==> src/sv/krb64_pkg.sv <==
// Package: types, constants and alphabet helpers for the keyed rotated base64 codec.
package krb64_pkg;

  localparam int unsigned ACC_W      = 14;
  localparam int unsigned CNT_W      = 4;
  localparam int unsigned ROT_W      = 6;
  localparam int unsigned BYTE_W     = 8;
  localparam int unsigned KEY_W      = 7;
  localparam int unsigned CFG_IDX_W  = 8;
  localparam int unsigned CFG_DATA_W = 8;

  localparam logic [CFG_IDX_W-1:0] REG_DIRECTION = CFG_IDX_W'(0);
  localparam logic [CFG_IDX_W-1:0] REG_KEY_CHAR  = CFG_IDX_W'(1);

  localparam logic DIR_ENCODE = 1'b0;
  localparam logic DIR_DECODE = 1'b1;

  localparam logic [KEY_W-1:0] KEY_RESET = 7'h41;

  localparam logic [7:0] CH_UP_A = 8'h41;
  localparam logic [7:0] CH_UP_Z = 8'h5A;
  localparam logic [7:0] CH_LO_A = 8'h61;
  localparam logic [7:0] CH_LO_Z = 8'h7A;
  localparam logic [7:0] CH_ZERO = 8'h30;
  localparam logic [7:0] CH_NINE = 8'h39;
  localparam logic [7:0] CH_PLUS = 8'h2B;
  localparam logic [7:0] CH_SLASH = 8'h2F;
  localparam logic [7:0] CH_NL   = 8'h0A;
  localparam logic [7:0] CH_NUL  = 8'h00;

  localparam logic [7:0] POS_LO    = 8'd26;
  localparam logic [7:0] POS_DIG   = 8'd52;
  localparam logic [7:0] POS_PLUS  = 8'd62;
  localparam logic [7:0] POS_SLASH = 8'd63;
  localparam logic [6:0] POS_NONE  = 7'd64;

  typedef struct packed {
    logic [ACC_W-1:0] accum;
    logic [CNT_W-1:0] count;
    logic             started;
    logic             stopped;
    logic [ROT_W-1:0] rotation;
  } state_t;

  typedef struct packed {
    logic             direction;
    logic [KEY_W-1:0] key_char;
  } cfg_t;

  // The last result of an item always sits in val1.
  typedef struct packed {
    logic [1:0]        n;
    logic [BYTE_W-1:0] val0;
    logic [BYTE_W-1:0] val1;
  } result_t;

  function automatic logic [7:0] alpha_char(input logic [5:0] p);
    logic [7:0] pe;
    pe = {2'b00, p};
    if (pe < POS_LO) return CH_UP_A + pe;
    if (pe < POS_DIG) return CH_LO_A + (pe - POS_LO);
    if (pe < POS_PLUS) return CH_ZERO + (pe - POS_DIG);
    if (pe == POS_PLUS) return CH_PLUS;
    return CH_SLASH;
  endfunction

  function automatic logic [6:0] alpha_pos(input logic [7:0] c);
    logic [7:0] d;
    d = 8'd0;
    if (c >= CH_UP_A && c <= CH_UP_Z) begin
      d = c - CH_UP_A;
      return d[6:0];
    end
    if (c >= CH_LO_A && c <= CH_LO_Z) begin
      d = c - CH_LO_A + POS_LO;
      return d[6:0];
    end
    if (c >= CH_ZERO && c <= CH_NINE) begin
      d = c - CH_ZERO + POS_DIG;
      return d[6:0];
    end
    if (c == CH_PLUS) return POS_PLUS[6:0];
    if (c == CH_SLASH) return POS_SLASH[6:0];
    return POS_NONE;
  endfunction

  function automatic logic [ACC_W-1:0] low_mask(input logic [CNT_W-1:0] n);
    return (ACC_W'(1) << n) - ACC_W'(1);
  endfunction

endpackage

==> src/sv/krb64_ifs.sv <==
// Interfaces: input, result and configuration channels of the codec.
interface krb64_in_if import krb64_pkg::*; ();
  logic              valid;
  logic              ready;
  logic [BYTE_W-1:0] in_byte;
  logic              msg_end;

  modport source (output valid, output in_byte, output msg_end, input ready);
  modport sink (input valid, input in_byte, input msg_end, output ready);
endinterface

interface krb64_out_if import krb64_pkg::*; ();
  logic              valid;
  logic              ready;
  logic [BYTE_W-1:0] out_value;
  logic              run_last;

  modport source (output valid, output out_value, output run_last, input ready);
  modport sink (input valid, input out_value, input run_last, output ready);
endinterface

interface krb64_cfg_if import krb64_pkg::*; ();
  logic                  valid;
  logic                  ready;
  logic [CFG_IDX_W-1:0]  index;
  logic [CFG_DATA_W-1:0] data;

  modport source (output valid, output index, output data, input ready);
  modport sink (input valid, input index, input data, output ready);
endinterface

==> src/sv/krb64_step.sv <==
// Per-item step: encode or decode one beat against the current codec state.
module krb64_step import krb64_pkg::*; (
  input  state_t            st_i,
  input  cfg_t              cfg_i,
  input  logic [BYTE_W-1:0] in_byte_i,
  input  logic              sym_room_i,
  output state_t            st_o,
  output result_t           res_o,
  output logic              sym_used_o
);

  logic             key_first;
  logic [ROT_W-1:0] rot;
  logic [ACC_W-1:0] acc_e;
  logic [CNT_W-1:0] cnt_e;
  logic [1:0]       avail;
  logic [1:0]       nsym;
  logic [5:0]       s0;
  logic [5:0]       s1;
  logic [CNT_W-1:0] cnt_e_n;
  logic [7:0]       c0;
  logic [7:0]       c1;
  logic [7:0]       key_byte;

  logic [6:0]       pos;
  logic             stop;
  logic [5:0]       v_d;
  logic [ACC_W-1:0] acc_d;
  logic [CNT_W-1:0] cnt_d;
  logic [CNT_W-1:0] cnt_d_n;
  logic [7:0]       byte_d;

  assign key_first = !st_i.started;
  assign rot       = key_first ? cfg_i.key_char[ROT_W-1:0] : st_i.rotation;
  assign acc_e     = {st_i.accum[5:0], in_byte_i};
  assign cnt_e     = st_i.count + 4'd8;
  assign avail     = (cnt_e >= 4'd12) ? 2'd2 : ((cnt_e >= 4'd6) ? 2'd1 : 2'd0);
  assign nsym      = (key_first && avail == 2'd2) ? 2'd1 : avail;
  assign s0        = 6'(acc_e >> (cnt_e - 4'd6));
  assign s1        = 6'(acc_e >> (cnt_e - 4'd12));
  assign cnt_e_n   = cnt_e - ((nsym == 2'd2) ? 4'd12 : ((nsym == 2'd1) ? 4'd6 : 4'd0));
  assign c0        = alpha_char(s0 + rot);
  assign c1        = alpha_char(s1 + rot);
  assign key_byte  = {1'b0, cfg_i.key_char};

  assign pos     = alpha_pos(in_byte_i);
  assign stop    = (in_byte_i == CH_NL) || (in_byte_i == CH_NUL) || pos[6];
  assign v_d     = pos[5:0] - st_i.rotation;
  assign acc_d   = {st_i.accum[7:0], v_d};
  assign cnt_d   = st_i.count + 4'd6;
  assign cnt_d_n = cnt_d - 4'd8;
  assign byte_d  = 8'(acc_d >> cnt_d_n);

  always_comb begin
    st_o       = st_i;
    res_o      = '0;
    sym_used_o = 1'b0;
    if (cfg_i.direction == DIR_ENCODE) begin
      st_o.started  = 1'b1;
      st_o.rotation = rot;
      st_o.count    = cnt_e_n;
      st_o.accum    = acc_e & low_mask(cnt_e_n);
      if (key_first) begin
        res_o.n    = 2'd1 + nsym;
        res_o.val0 = key_byte;
        res_o.val1 = (nsym != 2'd0) ? c0 : key_byte;
      end else begin
        res_o.n    = nsym;
        res_o.val0 = c0;
        res_o.val1 = (nsym == 2'd2) ? c1 : c0;
      end
    end else if (key_first) begin
      st_o.started  = 1'b1;
      st_o.rotation = in_byte_i[ROT_W-1:0];
    end else if (!st_i.stopped && sym_room_i) begin
      sym_used_o = 1'b1;
      if (stop) begin
        st_o.stopped = 1'b1;
      end else if (cnt_d >= 4'd8) begin
        st_o.count = cnt_d_n;
        st_o.accum = acc_d & low_mask(cnt_d_n);
        res_o.n    = 2'd1;
        res_o.val0 = byte_d;
        res_o.val1 = byte_d;
      end else begin
        st_o.count = cnt_d;
        st_o.accum = acc_d;
      end
    end
  end

endmodule

==> src/sv/keyed_rotated_base64_codec_unit.sv <==
// Top level: keyed rotated base64 codec with config registers and result buffering.
// Path: beat results go into the result holder registers, then into the output register.
// Throughput: one beat per cycle while out_o is not stalled and the beat yields at most one
// result; with two, input waits while the single output register drains the two-entry holder.
// Reset: direction encode, key 'A', codec state and symbol count cleared, result holder empty.
module keyed_rotated_base64_codec_unit import krb64_pkg::*; #(
  parameter int unsigned MAX_SYMBOLS = 128
) (
  input  logic clk_i,
  input  logic rst_ni,
  krb64_in_if.sink    in_i,
  krb64_out_if.source out_o,
  krb64_cfg_if.sink   cfg_i
);

  localparam int unsigned SymCntW = $clog2(MAX_SYMBOLS + 1);

  logic             direction_q;
  logic [KEY_W-1:0] key_char_q;
  state_t           st_q;
  state_t           st_next;
  result_t          res;
  cfg_t             cfg;
  logic             sym_used;
  logic             sym_room;
  logic [SymCntW-1:0] sym_cnt_q;

  logic [1:0]        pend_q;
  logic [1:0]        pend_d;
  logic [BYTE_W-1:0] val0_q;
  logic [BYTE_W-1:0] val1_q;
  logic              out_valid_q;
  logic [BYTE_W-1:0] out_value_q;
  logic              out_last_q;
  logic              pop;
  logic              in_acc;

  assign cfg.direction = direction_q;
  assign cfg.key_char  = key_char_q;
  assign sym_room      = sym_cnt_q < SymCntW'(MAX_SYMBOLS);

  krb64_step u_step (
    .st_i       (st_q),
    .cfg_i      (cfg),
    .in_byte_i  (in_i.in_byte),
    .sym_room_i (sym_room),
    .st_o       (st_next),
    .res_o      (res),
    .sym_used_o (sym_used)
  );

  assign cfg_i.ready = 1'b1;

  always_ff @(posedge clk_i or negedge rst_ni) begin
    if (!rst_ni) begin
      direction_q <= DIR_ENCODE;
      key_char_q  <= KEY_RESET;
    end else if (cfg_i.valid) begin
      case (cfg_i.index)
        REG_DIRECTION: direction_q <= cfg_i.data[0];
        REG_KEY_CHAR:  key_char_q  <= cfg_i.data[KEY_W-1:0];
        default: ;
      endcase
    end
  end

  assign pop        = (pend_q != 2'd0) && (!out_valid_q || out_o.ready);
  assign in_i.ready = (pend_q == 2'd0) || (pend_q == 2'd1 && pop);
  assign in_acc     = in_i.valid && in_i.ready;

  always_comb begin
    pend_d = pend_q;
    if (in_acc && res.n != 2'd0) begin
      pend_d = res.n;
    end else if (pop) begin
      pend_d = pend_q - 2'd1;
    end
  end

  always_ff @(posedge clk_i or negedge rst_ni) begin
    if (!rst_ni) begin
      st_q      <= '0;
      sym_cnt_q <= '0;
      pend_q    <= 2'd0;
    end else begin
      pend_q <= pend_d;
      if (in_acc) begin
        if (in_i.msg_end) begin
          st_q      <= '0;
          sym_cnt_q <= '0;
        end else begin
          st_q      <= st_next;
          sym_cnt_q <= sym_cnt_q + SymCntW'(sym_used);
        end
      end
    end
  end

  always_ff @(posedge clk_i) begin
    if (in_acc && res.n != 2'd0) begin
      val0_q <= res.val0;
      val1_q <= res.val1;
    end
  end

  always_ff @(posedge clk_i or negedge rst_ni) begin
    if (!rst_ni) begin
      out_valid_q <= 1'b0;
    end else if (pop) begin
      out_valid_q <= 1'b1;
    end else if (out_o.ready) begin
      out_valid_q <= 1'b0;
    end
  end

  always_ff @(posedge clk_i) begin
    if (pop) begin
      out_value_q <= (pend_q == 2'd2) ? val0_q : val1_q;
      out_last_q  <= (pend_q == 2'd1);
    end
  end

  assign out_o.valid     = out_valid_q;
  assign out_o.out_value = out_value_q;
  assign out_o.run_last  = out_last_q;

  a_pend_load: assert property (@(posedge clk_i) disable iff (!rst_ni)
    (in_acc && res.n != 2'd0) |=> (pend_q == $past(res.n)))
    else $error("result holder not loaded with beat results");

  a_ready_room: assert property (@(posedge clk_i) disable iff (!rst_ni)
    in_i.ready |-> (pend_q != 2'd2))
    else $error("input ready while two results pending");

  a_sym_bound: assert property (@(posedge clk_i) disable iff (!rst_ni)
    sym_cnt_q <= SymCntW'(MAX_SYMBOLS))
    else $error("symbol count beyond limit");

  a_cnt_range: assert property (@(posedge clk_i) disable iff (!rst_ni)
    (st_q.count <= 4'd6) && !st_q.count[0])
    else $error("pending bit count out of range");

endmodule
==> src/flat_wrapper.sv <==
// flat-port wrapper written by rule: the top's interface ports become plain ports
module keyed_rotated_base64_codec_unit_flat import krb64_pkg::*;
#(
  parameter int unsigned MAX_SYMBOLS = 128
)
  (clk_i, rst_ni, in_i_valid, in_i_in_byte, in_i_msg_end, in_i_ready, out_o_valid, out_o_out_value, out_o_run_last, out_o_ready, cfg_i_valid, cfg_i_index, cfg_i_data, cfg_i_ready);
  krb64_in_if in_i_i ();
  krb64_out_if out_o_i ();
  krb64_cfg_if cfg_i_i ();
  input  logic clk_i;
  input  logic rst_ni;
  input wire logic [$bits(in_i_i.valid)-1:0] in_i_valid;
  input wire logic [$bits(in_i_i.in_byte)-1:0] in_i_in_byte;
  input wire logic [$bits(in_i_i.msg_end)-1:0] in_i_msg_end;
  output wire logic [$bits(in_i_i.ready)-1:0] in_i_ready;
  output wire logic [$bits(out_o_i.valid)-1:0] out_o_valid;
  output wire logic [$bits(out_o_i.out_value)-1:0] out_o_out_value;
  output wire logic [$bits(out_o_i.run_last)-1:0] out_o_run_last;
  input wire logic [$bits(out_o_i.ready)-1:0] out_o_ready;
  input wire logic [$bits(cfg_i_i.valid)-1:0] cfg_i_valid;
  input wire logic [$bits(cfg_i_i.index)-1:0] cfg_i_index;
  input wire logic [$bits(cfg_i_i.data)-1:0] cfg_i_data;
  output wire logic [$bits(cfg_i_i.ready)-1:0] cfg_i_ready;
  assign in_i_i.valid = in_i_valid;
  assign in_i_i.in_byte = in_i_in_byte;
  assign in_i_i.msg_end = in_i_msg_end;
  assign in_i_ready = in_i_i.ready;
  assign out_o_valid = out_o_i.valid;
  assign out_o_out_value = out_o_i.out_value;
  assign out_o_run_last = out_o_i.run_last;
  assign out_o_i.ready = out_o_ready;
  assign cfg_i_i.valid = cfg_i_valid;
  assign cfg_i_i.index = cfg_i_index;
  assign cfg_i_i.data = cfg_i_data;
  assign cfg_i_ready = cfg_i_i.ready;
  keyed_rotated_base64_codec_unit #(.MAX_SYMBOLS(MAX_SYMBOLS)) u_core (.clk_i(clk_i), .rst_ni(rst_ni), .in_i(in_i_i), .out_o(out_o_i), .cfg_i(cfg_i_i));
endmodule
==> config.mk <==
export PLATFORM = sky130hd
export DESIGN_NAME = keyed_rotated_base64_codec_unit_flat
export DESIGN_NICKNAME = d
export VERILOG_FILES = /design/src/sv/krb64_pkg.sv /design/src/sv/krb64_ifs.sv /design/src/sv/krb64_step.sv /design/src/sv/keyed_rotated_base64_codec_unit.sv /design/src/flat_wrapper.sv
export SDC_FILE = /design/constraint.sdc
export NUM_CORES = 1
export LEC_CHECK = 0
export ABC_CLOCK_PERIOD_IN_PS = 10900
export BUFFER_PORTS_ARGS = -buffer_cell sky130_fd_sc_hd__buf_2
export CORE_ASPECT_RATIO = 1.5
export CORE_MARGIN = 1
export CORE_UTILIZATION = 45
export CTS_CLUSTER_DIAMETER = 50
export DETAILED_ROUTE_END_ITERATION = 8
export PLACE_DENSITY_LB_ADDON = 0.15
export SYNTH_ARGS = -nofsm -noshare
export SYNTH_HDL_FRONTEND = slang
export SYNTH_SLANG_ARGS = --single-unit
==> constraint.sdc <==
create_clock -name clk_i -period 10.9 [get_ports clk_i]
set_input_delay 0.545 -clock clk_i [delete_from_list [all_inputs] [get_ports clk_i]]
set_output_delay 0.545 -clock clk_i [all_outputs]
set_load 0.03 [all_outputs]
==> run summary <==
The number of hold buffers added after CTS was 0. TritonCTS built the clock tree. Synthesis handed over a netlist of 794 instances.

Placement-stage worst setup slack: 4.256 ns. During synthesis, Yosys emitted a total of 0 warnings. The maximum cell stage delay along the critical path works out to 0.97 ns. Counting flops with an async set or reset pin after synthesis yields a share of 60.32%. Clock-pin slew was measured on the worst setup and hold paths at 0.06 ns. For this block, the via count after detailed routing is 6,011. For the worst-skew pair, the clock arrives at the later sink with an insertion delay of 0.33 ns. The synthesized design devotes to its leading area cell type 13.31% of total area.

Across the run, the number of max-cap violations was 0. The tools report the antenna violation net count after detailed routing as 0. The run gives 63 as the number of sinks on the clock net. The synthesized netlist contains 81 unique library cells.

The average instance in the mapped netlist occupies 8.524 µm². The run gives 0.01459 mm² as the placeable core region. The floorplan step defined a die boundary enclosing 0.01554 mm².

The logs give 0 for the initial antenna violation count and 18,780 µm for the final wirelength. Walking the worst path, the cells encountered are inv_1 > ha_1 > clkinv_1 > and3_1 > a21oi_1 > a21o_1 > inv_1 > ha_1 > a21o_1 > a21oi_1 > xnor2_1 > ha_1 > a21oi_1 > xor3_1 > or3_1 > mux2i_1 > mux2i_1 > o211ai_1 > nand4_1. The number of antenna diodes in the final layout is 0.

The multi-input combinational cells in the finished layout cover a total of 0.004722 mm². The biggest area contributor in the post-synthesis netlist is sky130_fd_sc_hd__dfrtp_1. Setup repair after global routing left no endpoint under its margin. For this run the aggregate overflow at the end of global routing stands at 0. After layout, the worst setup slack is 4.077 ns. The number of ports placed on the die boundary was 42. The most common cell after layout, fill and taps aside was sky130_fd_sc_hd__nand2_1. For the detailed placement HPWL, the log shows 14,440 µm. Counting the buffers created by CTS gives 9. The number of nets at the end of the flow was 902; the final weighted congestion in routability-driven placement was 0.9567.

After detailed routing, the number of remaining DRC violations is 0. Maximum net fanout on the critical path: 26. The number of hold violations in the final report was 0. Synthesis inferred 63 register bits. In this run, synthesis inferred 25 flip-flops with an integrated enable.

Most used flip-flop cell after synthesis: sky130_fd_sc_hd__dfrtp_1. In the global route stage, met3 resource usage came out at 3.028%. Summing the sequential cell areas from Yosys gives 25.18% of the chip area.

The flow ran to the end, and the final reports show no timing, DRC or antenna violations. In this run the most used layer during global routing was met2. The upper clock frequency limit is 0.1466 GHz. The floorplan has 54 rows. The library cells used most frequently in the layout, excluding fill and tap cells, are 83 x sky130_fd_sc_hd__nand2_1, 62 x sky130_fd_sc_hd__ha_1, 53 x sky130_fd_sc_hd__nor2_1, 47 x sky130_fd_sc_hd__a21oi_1, 40 x sky130_fd_sc_hd__inv_1. The first global-routing pass estimated 31,170 µm of wire. The number of buffers inserted to repair setup after CTS came out at 0. In this run the cell area of the synthesized design comes to 0.006768 mm². Data on the critical path arrives at its endpoint at 6.88 ns. The required time of the critical path was 10.96 ns; the part of the cycle the worst path needs was 62.60%. Port buffering added 39 buffers.

Relative to the synthesized area, the layout overhead comes to 8.412%. The headroom to the max-slew limit is 35.59%. The DRC violation total after the first TritonRoute iteration came out at 407. For the pin with the worst max-slew slack, the measured transition is 0.9661 ns. Entering global routing, the biggest net connects 52 pins. Cell at the root of the clock tree: sky130_fd_sc_hd__clkbuf_16. The total track usage was 25.60%; the final design area excluding fillers was 0.007337 mm².

For this design, the slowest cell found on the critical path is sky130_fd_sc_hd__dfrtp_1. The worst setup path is captured at a register. Registers take 0.001704 mm².

The worst min-delay path class is input port to asynchronous set/reset pin. The logs give 0 ns for the sum of negative setup slack and 1,453 for the fill cell instance count of the final layout. The die outline width came out at 102.1 µm. For the met2 usage in global routing, the log shows 44.52%. The shortest period the worst path allows was 6.823 ns; the number of global-route vias before repair was 5,923. The final routed wire length divided by cell count is 18.65 µm. After synthesis, the cell types taking the most area are sky130_fd_sc_hd__dfrtp_1 13%, sky130_fd_sc_hd__ha_1 11%, sky130_fd_sc_hd__edfxtp_1 11%. Using the TritonRoute via totals, the vias-per-cell ratio works out to 5.969. In this run the cell area measured after placement is 0.007039 mm². Type of the setup path with the least slack: register to register. The fraction of layout instances using a drive strength above 1 is 12.21%.

The starting utilization of the core area came out at 46.37%. Count of final max-slew check failures: 0. The die span in y was 152.2 µm; the buffer depth of the longest clock path was 2.

Maximum level of the CTS H-tree: 3. The post-cts resize count is 0, and the iteration count of the initial detailed-routing pass is 5. Element type at the critical path start: a register.

The run gives 0.006491 ns as the clock skew after layout. For met1 alone, demand over resource in global routing was 31.29%. The number of endpoints failing setup at the final stage is 0.
==> Yosys cell counts, drive strengths merged (8+ instances only) <==
| cell type | instances |
|---|---|
| dfrtp | 36 |
| xor2 | 10 |
| mux2i | 29 |
| o31ai | 8 |
| or3 | 10 |
| a21oi | 48 |
| a31oi | 12 |
| nand2b | 22 |
| clkbuf | 30 |
| nand2 | 83 |
| edfxtp | 25 |
| o211ai | 10 |
| ha | 62 |
| a211oi | 13 |
| inv | 41 |
| buf | 12 |
| nor2b | 13 |
| nor2 | 54 |
| xnor2 | 31 |
| mux2 | 21 |
| a21o | 12 |
| nand3 | 22 |
| nor3 | 12 |
| o21ai | 57 |
==> final cells by class <==
type	instances	area share, %
multi-input cells	649	64.36
flip-flops and latches	63	23.23
well taps	196	3.342
clock buffers	9	3.070
repair buffers	41	2.865
inverters	42	2.149
clock inverters	7	0.9891
==> cell families after synthesis <==
kind of cell / after synthesis / synth area share (%)
compound gates: 223 / 21.89
mux: 57 / 10.11
fa+ha+maj: 66 / 12.65
buf+inv: 84 / 5.158
flops: 63 / 25.18
simple gates: 257 / 18.84
other cells: 1 / 0.05541
xor+xnor: 43 / 6.119
==> path summary, 6_finish.rpt <==
kind	from	end	slack, ns	cells after the start
max reg2reg	u_core.st_q[10]$_DFFE_PN0P_	u_core.val1_q[5]$_DFFE_PP_	4.08	19
min reg2reg	u_core.st_q[19]$_DFFE_PN0P_	u_core.st_q[19]$_DFFE_PN0P_	0.49	2
max in group asynchronous	rst_ni	u_core.st_q[4]$_DFFE_PN0P_	10.02	1
max	u_core.st_q[10]$_DFFE_PN0P_	u_core.val1_q[5]$_DFFE_PP_	4.08	19
min in group clk_i	cfg_i_data[6]	u_core.key_char_q[6]$_DFFE_PN1P_	0.45	2
min	rst_ni	u_core.out_o.valid$_DFFE_PN0P_	0.32	1
==> metrics by stage <==
stage | hold slack [ns] | cells | utilization, %
global route | 0.4138 | 1007 | 50.27
finish | 0.3235 | 1007 | 50.27
global placement | 0.4627 | 991 | 48.23
floorplan | 0.2494 | 796 | -
detailed placement | 0.4761 | 991 | 48.23
CTS | 0.3565 | 1007 | 50.27
==> registers in the layout, indices dropped and copies added, names as in the netlist, 2 cells and up <==
name / flops
u_core.st_q: 19
u_core.out_o.out_value: 8
u_core.sym_cnt_q: 8
u_core.val0_q: 8
u_core.val1_q: 8
u_core.key_char_q: 7
u_core.pend_q: 2
==> worst max-delay path: cells and delay by family (launching register included) <==
kind | cells | cell delay, ns
adder cells (fa/ha/maj) | 3 | 1.51
AO/OA/AOI/OAI | 6 | 1.46
flip-flops | 1 | 0.97
buffers and inverters | 3 | 0.88
AND/OR/NAND/NOR | 3 | 0.83
XOR/XNOR | 2 | 0.55
multiplexers | 2 | 0.33
==> metal layers <==
layer | share of wire (%) | wire, µm
met1 | 41 | 7674
met2 | 52 | 9739
met3 | 3.2 | 607
met4 | 4.0 | 757
met5 | 0 | 0
Power is left out: the tool's default activity adds up to more than one toggle a clock period on the data nets, which glitch-free logic cannot reach.
